**src/sv/cfp_pkg.sv**
```systemverilog
// ----------------------------------------------------------------------------
// cfp_pkg
// types, character codes and helpers shared by the formula parser modules
// ----------------------------------------------------------------------------
package cfp_pkg;

  localparam int NUM_ELEM     = 10;
  localparam int COUNT_W      = 7;
  localparam int ELEM_W       = 4;
  localparam int POS_W        = 8;
  localparam int MAX_CHARS_DEF = 33;

  localparam logic [ELEM_W-1:0] IDX_C    = 4'd0;
  localparam logic [ELEM_W-1:0] IDX_H    = 4'd1;
  localparam logic [ELEM_W-1:0] IDX_BR   = 4'd2;
  localparam logic [ELEM_W-1:0] IDX_CL   = 4'd3;
  localparam logic [ELEM_W-1:0] IDX_F    = 4'd4;
  localparam logic [ELEM_W-1:0] IDX_I    = 4'd5;
  localparam logic [ELEM_W-1:0] IDX_N    = 4'd6;
  localparam logic [ELEM_W-1:0] IDX_O    = 4'd7;
  localparam logic [ELEM_W-1:0] IDX_P    = 4'd8;
  localparam logic [ELEM_W-1:0] IDX_S    = 4'd9;
  localparam logic [ELEM_W-1:0] NO_ELEM  = 4'd10;

  localparam logic [7:0] CH_NUL = 8'h00;
  localparam logic [7:0] CH_C   = 8'h43;
  localparam logic [7:0] CH_L   = 8'h6c;
  localparam logic [7:0] CH_H   = 8'h48;
  localparam logic [7:0] CH_B   = 8'h42;
  localparam logic [7:0] CH_R   = 8'h72;
  localparam logic [7:0] CH_F   = 8'h46;
  localparam logic [7:0] CH_I   = 8'h49;
  localparam logic [7:0] CH_N   = 8'h4e;
  localparam logic [7:0] CH_O   = 8'h4f;
  localparam logic [7:0] CH_P   = 8'h50;
  localparam logic [7:0] CH_S   = 8'h53;
  localparam logic [7:0] CH_D0  = 8'h30;
  localparam logic [7:0] CH_D9  = 8'h39;

  typedef enum logic [1:0] {
    PEND_NONE = 2'd0,
    PEND_C    = 2'd1,
    PEND_B    = 2'd2
  } pend_t;

  typedef logic [NUM_ELEM-1:0][COUNT_W-1:0] counts_t;

  typedef struct packed {
    counts_t            counts;
    pend_t              pend;
    logic [ELEM_W-1:0]  cur;
    logic [1:0]         digits;
    logic [3:0]         first;
    logic [POS_W-1:0]   pos;
  } cfp_state_t;

  typedef struct packed {
    counts_t counts;
    logic    cut_short;
  } cfp_result_t;

  localparam cfp_state_t STATE_RST = '{
    counts: '0,
    pend:   PEND_NONE,
    cur:    NO_ELEM,
    digits: 2'd0,
    first:  4'd0,
    pos:    '0
  };

  function automatic cfp_state_t start_elem(cfp_state_t s, logic [ELEM_W-1:0] idx);
    cfp_state_t t;
    t = s;
    t.counts[idx] = 7'd1;
    t.cur = idx;
    t.digits = 2'd0;
    return t;
  endfunction

  function automatic cfp_state_t settle(cfp_state_t s);
    cfp_state_t t;
    t = s;
    if (s.pend == PEND_C) begin
      t = start_elem(s, IDX_C);
    end
    t.pend = PEND_NONE;
    return t;
  endfunction

endpackage

```
**src/sv/cfp_step.sv**
```systemverilog
// ----------------------------------------------------------------------------
// cfp_step
// next-state and result logic for one formula character
// ----------------------------------------------------------------------------
module cfp_step #(
  parameter int MAX_CHARS = cfp_pkg::MAX_CHARS_DEF
) (
  input  cfp_pkg::cfp_state_t  state_i,
  input  logic [7:0]           char_code,
  output cfp_pkg::cfp_state_t  state_o,
  output logic                 res_valid,
  output cfp_pkg::cfp_result_t res_o
);
  import cfp_pkg::*;

  always_comb begin
    cfp_state_t        s;
    logic              done;
    logic [COUNT_W-1:0] two;
    s = state_i;
    done = 1'b0;
    res_valid = 1'b0;
    res_o = '0;
    two = 7'(s.first) * 7'd10 + 7'(char_code[3:0]);

    if (s.pend == PEND_C && char_code == CH_L) begin
      s.pend = PEND_NONE;
      s = start_elem(s, IDX_CL);
    end else if (s.pend == PEND_B && char_code == CH_R) begin
      s.pend = PEND_NONE;
      s = start_elem(s, IDX_BR);
    end else begin
      s = settle(s);
      if (char_code == CH_NUL) begin
        res_valid = 1'b1;
        res_o.counts = s.counts;
        res_o.cut_short = 1'b0;
        s = STATE_RST;
        done = 1'b1;
      end else begin
        case (char_code)
          CH_H: s = start_elem(s, IDX_H);
          CH_F: s = start_elem(s, IDX_F);
          CH_I: s = start_elem(s, IDX_I);
          CH_N: s = start_elem(s, IDX_N);
          CH_O: s = start_elem(s, IDX_O);
          CH_P: s = start_elem(s, IDX_P);
          CH_S: s = start_elem(s, IDX_S);
          CH_C: begin
            s.cur = NO_ELEM;
            s.digits = 2'd0;
            s.pend = PEND_C;
          end
          CH_B: begin
            s.cur = NO_ELEM;
            s.digits = 2'd0;
            s.pend = PEND_B;
          end
          default: begin
            if (char_code >= CH_D0 && char_code <= CH_D9) begin
              if (s.cur < NO_ELEM) begin
                if (s.digits == 2'd0) begin
                  s.counts[s.cur] = 7'(char_code[3:0]);
                  s.first = char_code[3:0];
                  s.digits = 2'd1;
                end else if (s.digits == 2'd1) begin
                  s.counts[s.cur] = two;
                  s.digits = 2'd2;
                end
              end
            end else begin
              s.cur = NO_ELEM;
              s.digits = 2'd0;
            end
          end
        endcase
      end
    end

    if (!done) begin
      s.pos = s.pos + 8'd1;
      if (s.pos >= POS_W'(MAX_CHARS)) begin
        s = settle(s);
        res_valid = 1'b1;
        res_o.counts = s.counts;
        res_o.cut_short = 1'b1;
        s = STATE_RST;
      end
    end
    state_o = s;
  end

endmodule

```
**src/sv/cfp_out_buf.sv**
```systemverilog
// ----------------------------------------------------------------------------
// cfp_out_buf
// result register with a skid slot so input keeps flowing under stall
// ----------------------------------------------------------------------------
module cfp_out_buf (
  input  logic                 clk,
  input  logic                 rst_n,
  input  logic                 load,
  input  cfp_pkg::cfp_result_t load_data,
  input  logic                 out_stall,
  output logic                 out_valid,
  output cfp_pkg::cfp_result_t out_data,
  output logic                 full
);
  import cfp_pkg::*;

  logic        out_valid_r, out_valid_nxt;
  logic        skid_valid_r, skid_valid_nxt;
  cfp_result_t out_data_r, out_data_nxt;
  cfp_result_t skid_data_r, skid_data_nxt;
  logic        out_free;

  always_comb begin
    out_free = !out_valid_r || !out_stall;
    out_valid_nxt = out_valid_r;
    out_data_nxt = out_data_r;
    skid_valid_nxt = skid_valid_r;
    skid_data_nxt = skid_data_r;
    if (out_free) begin
      if (skid_valid_r) begin
        out_valid_nxt = 1'b1;
        out_data_nxt = skid_data_r;
        skid_valid_nxt = load;
        skid_data_nxt = load_data;
      end else begin
        out_valid_nxt = load;
        out_data_nxt = load_data;
      end
    end else if (load) begin
      skid_valid_nxt = 1'b1;
      skid_data_nxt = load_data;
    end
  end

  always_ff @(posedge clk) begin
    if (!rst_n) begin
      out_valid_r <= 1'b0;
      skid_valid_r <= 1'b0;
    end else begin
      out_valid_r <= out_valid_nxt;
      skid_valid_r <= skid_valid_nxt;
    end
    out_data_r <= out_data_nxt;
    skid_data_r <= skid_data_nxt;
  end

  assign out_valid = out_valid_r;
  assign out_data = out_data_r;
  assign full = skid_valid_r;

endmodule

```
**src/sv/chemical_formula_parser_core.sv**
```systemverilog
// ----------------------------------------------------------------------------
// chemical_formula_parser_core
// streaming molecular formula reader: one character per beat, ten atom
// counts out at a zero byte or at the character limit
// result: an ending character beat loads its result into the result register or skid slot
// throughput: one character beat per cycle while in_stall is low, set by the single state register
// input stalls only while the result register and its skid slot are both full
// reset: synchronous active-low rst_n clears counts, parser state and buffers
// ----------------------------------------------------------------------------
module chemical_formula_parser_core #(
  parameter int MAX_CHARS = cfp_pkg::MAX_CHARS_DEF
) (
  input  logic                        clk,
  input  logic                        rst_n,
  input  logic                        in_valid,
  output logic                        in_stall,
  input  logic [7:0]                  in_char_code,
  output logic                        out_valid,
  input  logic                        out_stall,
  output logic [cfp_pkg::COUNT_W-1:0] out_carbon_count,
  output logic [cfp_pkg::COUNT_W-1:0] out_hydrogen_count,
  output logic [cfp_pkg::COUNT_W-1:0] out_bromine_count,
  output logic [cfp_pkg::COUNT_W-1:0] out_chlorine_count,
  output logic [cfp_pkg::COUNT_W-1:0] out_fluorine_count,
  output logic [cfp_pkg::COUNT_W-1:0] out_iodine_count,
  output logic [cfp_pkg::COUNT_W-1:0] out_nitrogen_count,
  output logic [cfp_pkg::COUNT_W-1:0] out_oxygen_count,
  output logic [cfp_pkg::COUNT_W-1:0] out_phosphorus_count,
  output logic [cfp_pkg::COUNT_W-1:0] out_sulfur_count,
  output logic                        out_cut_short
);
  import cfp_pkg::*;

  cfp_state_t  state_r, state_nxt, step_state;
  cfp_result_t step_res, out_data;
  logic        step_valid;
  logic        in_fire;
  logic        buf_full;

  assign in_fire = in_valid && !in_stall;
  assign in_stall = buf_full;

  cfp_step #(
    .MAX_CHARS(MAX_CHARS)
  ) u_step (
    .state_i   (state_r),
    .char_code (in_char_code),
    .state_o   (step_state),
    .res_valid (step_valid),
    .res_o     (step_res)
  );

  assign state_nxt = in_fire ? step_state : state_r;

  always_ff @(posedge clk) begin
    if (!rst_n) begin
      state_r <= STATE_RST;
    end else begin
      state_r <= state_nxt;
    end
  end

  cfp_out_buf u_out_buf (
    .clk       (clk),
    .rst_n     (rst_n),
    .load      (in_fire && step_valid),
    .load_data (step_res),
    .out_stall (out_stall),
    .out_valid (out_valid),
    .out_data  (out_data),
    .full      (buf_full)
  );

  assign out_carbon_count     = out_data.counts[IDX_C];
  assign out_hydrogen_count   = out_data.counts[IDX_H];
  assign out_bromine_count    = out_data.counts[IDX_BR];
  assign out_chlorine_count   = out_data.counts[IDX_CL];
  assign out_fluorine_count   = out_data.counts[IDX_F];
  assign out_iodine_count     = out_data.counts[IDX_I];
  assign out_nitrogen_count   = out_data.counts[IDX_N];
  assign out_oxygen_count     = out_data.counts[IDX_O];
  assign out_phosphorus_count = out_data.counts[IDX_P];
  assign out_sulfur_count     = out_data.counts[IDX_S];
  assign out_cut_short        = out_data.cut_short;

  a_pos_below_limit: assert property (@(posedge clk) disable iff (!rst_n)
    state_r.pos < POS_W'(MAX_CHARS))
    else $error("character position reached the limit without a result");

  a_result_registered: assert property (@(posedge clk) disable iff (!rst_n)
    (in_fire && step_valid) |=> out_valid)
    else $error("ending character beat did not produce a result beat");

  a_skid_behind_out: assert property (@(posedge clk) disable iff (!rst_n)
    buf_full |-> out_valid)
    else $error("skid slot holds a beat while the result register is empty");

  a_elem_range: assert property (@(posedge clk) disable iff (!rst_n)
    state_r.cur <= NO_ELEM)
    else $error("current element index out of range");

endmodule

```
**config.mk**
```make
export PLATFORM = sky130hd
export DESIGN_NAME = chemical_formula_parser_core
export DESIGN_NICKNAME = d
export VERILOG_FILES = /design/src/sv/cfp_pkg.sv /design/src/sv/cfp_step.sv /design/src/sv/cfp_out_buf.sv /design/src/sv/chemical_formula_parser_core.sv
export SDC_FILE = /design/constraint.sdc
export NUM_CORES = 1
export LEC_CHECK = 0
export BUFFER_PORTS_ARGS = -buffer_cell sky130_fd_sc_hd__clkbuf_2
export CAP_MARGIN = 40
export CORE_MARGIN = 5
export CORE_UTILIZATION = 30
export DETAILED_ROUTE_END_ITERATION = 10
export PLACE_DENSITY = 0.48
export RECOVER_POWER = 100
export SLEW_MARGIN = 20
export SYNTH_ARGS = -nofsm -noshare
export SYNTH_HDL_FRONTEND = slang
export SYNTH_SLANG_ARGS = --single-unit
export TNS_END_PERCENT = 30
```
**constraint.sdc**
```tcl
create_clock -name clk -period 13.8 [get_ports clk]
set_input_delay 4.14 -clock clk [delete_from_list [all_inputs] [get_ports clk]]
set_output_delay 4.14 -clock clk [all_outputs]
set_load 0.05 [all_outputs]
```
==> results.py <==
metrics = {
    "cts": {
        "root_buffer": "clkbuf_16",
        "clock_latency_ps": 560,
        "cts_tree": "done",
        "cts_inserted_buffers": 28,
        "cts_setup_buffers": 0,
        "clock-sinks": 234,
        "clk_pin_slew_ps": 60,
        "clock_path_buffers": 3,
        "cts_resized": 0,
        "hold_buffers": 0,
        "cts_max_level": 1,
    },
    "finish": {
        "fin_nets": 1323,
        "drive_above_1_share_pct": 9.71,
        "syn_to_final_growth_pct": 15.1,
        "final_util_pct": 35.1,
        "diodes": 0,
    },
    "critical_path": {
        "cp_slowest_cell": "clkbuf_1",
        "cp.arrival_ps": 10700,
        "critical-path-max-stage-delay_ps": 1370,
        "r2r_start": "state_r[0]",
        "cp_common_cell": "clkbuf_1",
        "worstSetupStartpointType": "input port",
        "path_max_fanout": 36,
        "r2r_slack_ps": 8440,
        "critPathTopFamily": "buffers and inverters",
        "crit_type": "input port to flip-flop",
        "cp_cell_sequence": "clkbuf_1 > or3_1 > or3_1 > nand2_1 > inv_1 > ha_1 > nor4_1 > a32oi_1 > o211a_1 > o21ai_0 > clkbuf_1 > clkinv_1 > clkbuf_1 > nor2_1 > a32o_1",
        "path_buf_inv": 5,
        "cp.required_ps": 14290,
        "r2r_end": "state_r[12]",
        "r2r_cells": 12,
        "end_kind": "flip-flop",
    },
    "logic_synthesis": {
        "synth_area_um2": 12200,
        "syn_nets": 1261,
        "synth_seq_cells": 234,
        "yosysUniqueCellTypes": 90,
        "yosysTopAreaCell": "edfxtp_1",
        "avgSynthCellArea_um2": 9.84,
        "synthFlopType": "edfxtp_1",
        "async_reset_ff_share_pct": 0,
        "ys_warn_count": 0,
        "synth_edf_count": 142,
        "ys_seq_area_share_pct": 50.2,
        "syn-instance-count": 1235,
        "yosys-top-cells-area": "edfxtp_1 (35%), dfxtp_1 (15%), nand2_1 (5.5%), a22o_1 (5.0%), o21ai_0 (4.7%)",
        "yosysTopAreaCellShare_pct": 35.1,
    },
    "sta": {
        "hold_viol_final": 0,
        "setup-violations-final": 0,
        "setup_tns_ps": 0,
        "final_max_slew_viol_count": 230,
        "tightest_slew_ps": 3050,
        "finClkSkew_ps": 18.9,
        "slew_headroom_pct": -103,
        "rsz0062_at_grt": "false",
        "min_period_over_period_pct": 73.9,
        "max_freq_mhz": 98.0,
        "fin_crit_ps": 10200,
    },
    "detailed_routing": {
        "detail-route-antenna-nets": 0,
        "vias": 10500,
        "wl_per_cell_um": 23.2,
        "drt_wl_total_mm": 42.8,
        "drtPass1Iterations": 6,
        "via_per_inst": 5.71,
        "drt-initial-drc-count": 1089,
        "drcViolationCount": 0,
    },
    "global_routing": {
        "grt_pass1_vias": 10100,
        "grtUsageTotal_pct": 18.6,
        "antenna_found_initial": 0,
        "overflow": 0,
        "grt_pass1_wl_mm": 65.0,
        "grt_max_degree": 64,
    },
    "power_and_ir_drop": {
        "ir_drop_uv": 74.6,
        "p_per_area_nw_per_um2": 112,
        "switching_share_pct": 21.2,
        "sequentialPowerShare_pct": 46.9,
        "clkPwrFrac_pct": 50.4,
        "p_total_mw": 1.57,
        "comb_power_share_pct": 2.6,
        "power_switching_mw": 0.331,
        "power.leakage_nw": 5.00,
        "cellInternalPower_mw": 1.23,
    },
    "floorplanning": {
        "die_w_um": 211,
        "die_h_um": 211,
        "std_cell_rows": 73,
        "die-area_um2": 44700,
        "start_util_pct": 30.5,
        "io_pins": 85,
        "core_um2": 39900,
    },
    "placement": {
        "portBuffers": 84,
        "place_congestion": 0.936,
        "dp_hpwl_mm": 29.7,
    },
    "worst_hold_path": {
        "hold_start": "state_r[12]",
        "hold-path-endpoint": "state_r[12]",
        "hp-class": "flip-flop to flip-flop",
        "whs_path_depth": 1,
    },
    "run_status": {
        "violations": "capacitance limit, slew limit",
        "status": "complete, but fails checks",
    },
    "job": {
        "cap_violations": 6,
    },
}
==> cell type report <==
cell class,instances,area (um^2)
Multi-Input combinational cell,885,5570
Inverter,27,101
Tap cell,525,657
Sequential cell,234,6110
Timing Repair Buffer,121,573
Fill cell,4080,25900
Clock buffer,32,737
Clock inverter,19,245
==> flip-flops by register name, indices dropped and copies added (netlist names) <==
name and count:
u_out_buf.full 1, u_out_buf.out_data 71, state_r 90, u_out_buf.out_valid 1
u_out_buf.skid_data_r 71
==> how the worst max path moves through the flow <==
stage	start	endpoint	depth (start not counted)
after floorplan	in_char_code[4]	u_out_buf.skid_data_r[0]	13
after global placement	in_char_code[0]	u_out_buf.skid_data_r[63]	14
after detailed placement	in_char_code[0]	u_out_buf.skid_data_r[63]	14
after CTS	in_char_code[0]	u_out_buf.skid_data_r[62]	14
after global routing	in_char_code[0]	state_r[17]	15
final	in_char_code[0]	state_r[12]	15
==> Yosys cell counts (4+ instances only) <==
cell / count
a221oi_1: 5
o21ai_0: 114
a32oi_1: 6
o211ai_1: 8
buf_2: 25
or2_1: 4
a22oi_1: 15
a21boi_0: 4
mux2_2: 27
o22ai_1: 9
inv_1: 24
clkbuf_1: 54
o31ai_1: 8
a21oi_1: 60
o221ai_1: 24
nor2_1: 67
nand2_1: 178
and2_1: 8
edfxtp_1: 142
a221o_1: 17
ha_1: 12
o21ai_1: 6
dfxtp_1: 92
a211oi_1: 6
nor2b_1: 8
nand3_1: 22
o22a_1: 5
or4_1: 4
a21o_1: 10
a22o_1: 69
and3_1: 23
buf_1: 5
a31oi_1: 14
nor4_1: 6
a32o_1: 5
o32ai_1: 4
nand4_1: 10
and4_1: 6
nor3_1: 27
or3_1: 6
nand2b_1: 15
o21a_1: 6
==> worst register-to-register path, cell delays in order (launching register included) <==
cell	delay [ps]
dfxtp_1	440
nand2_1	110
inv_1	90
ha_1	280
and3_1	200
o211ai_1	90
nor2b_1	160
o21ai_0	170
clkbuf_1	1370
clkinv_1	310
clkbuf_1	840
nor2_1	990
a32o_1	260
==> per-stage QoR <==
step	hold WS [ps]	area (um^2)	std cells	setup slack [ps]
6_report	459	14000	1843	3600
5_1_grt	481	14000	1843	3020
3_3_place_gp	441	13100	1782	5380
4_1_cts	462	14100	1839	5820
3_5_place_dp	442	13200	1788	5250
2_1_floorplan	426	12200	1235	1770
==> metal layers <==
layer  wire (um)  track usage (%)
met4        1100             4.75
met5           0                0
met3        3140             2.90
met2       18200             27.6
met1       20400             28.2
==> placed cells by master (no fill, tap or decap), drive strengths merged, types with 9 or more instances in the layout <==
cell and n:
a21o 10, a21oi 60, a221o 17, a22o 69, a22oi 15, a31oi 15, and3 23, buf 26
clkbuf 127, clkinv 14, dfxtp 92, edfxtp 142, ha 12, inv 24, mux2 28, nand2 178
nand2b 15, nand3 22, nand4 10, nor2 68, nor2b 9, nor3 28, nor4 10, o21ai 121
o221ai 24, o22ai 9
==> power groups by stage <==
stage	Combinational, mW	Clock [mW]	Sequential, mW
2_1_floorplan	0.0245	0	0.750
3_3_place_gp	0.0405	0	0.750
3_5_place_dp	0.0406	0	0.750
4_1_cts	0.0408	0.811	0.735
5_1_grt	0.0442	0.838	0.735
6_report	0.0413	0.790	0.735
==> cell families (layout without fill, tap and decap cells) <==
| group | Yosys count | after routing | synth area share (%) |
|---|---|---|---|
| simple gates | 412 | 412 | 16.6 |
| compound gates | 425 | 425 | 24.6 |
| buf+inv | 116 | 199 | 3.95 |
| flops | 234 | 234 | 50.2 |
| fa+ha+maj | 14 | 14 | 1.56 |
| xor+xnor | 4 | 4 | 0.288 |
| mux | 30 | 30 | 2.79 |
(Power assumes the default switching activity.)
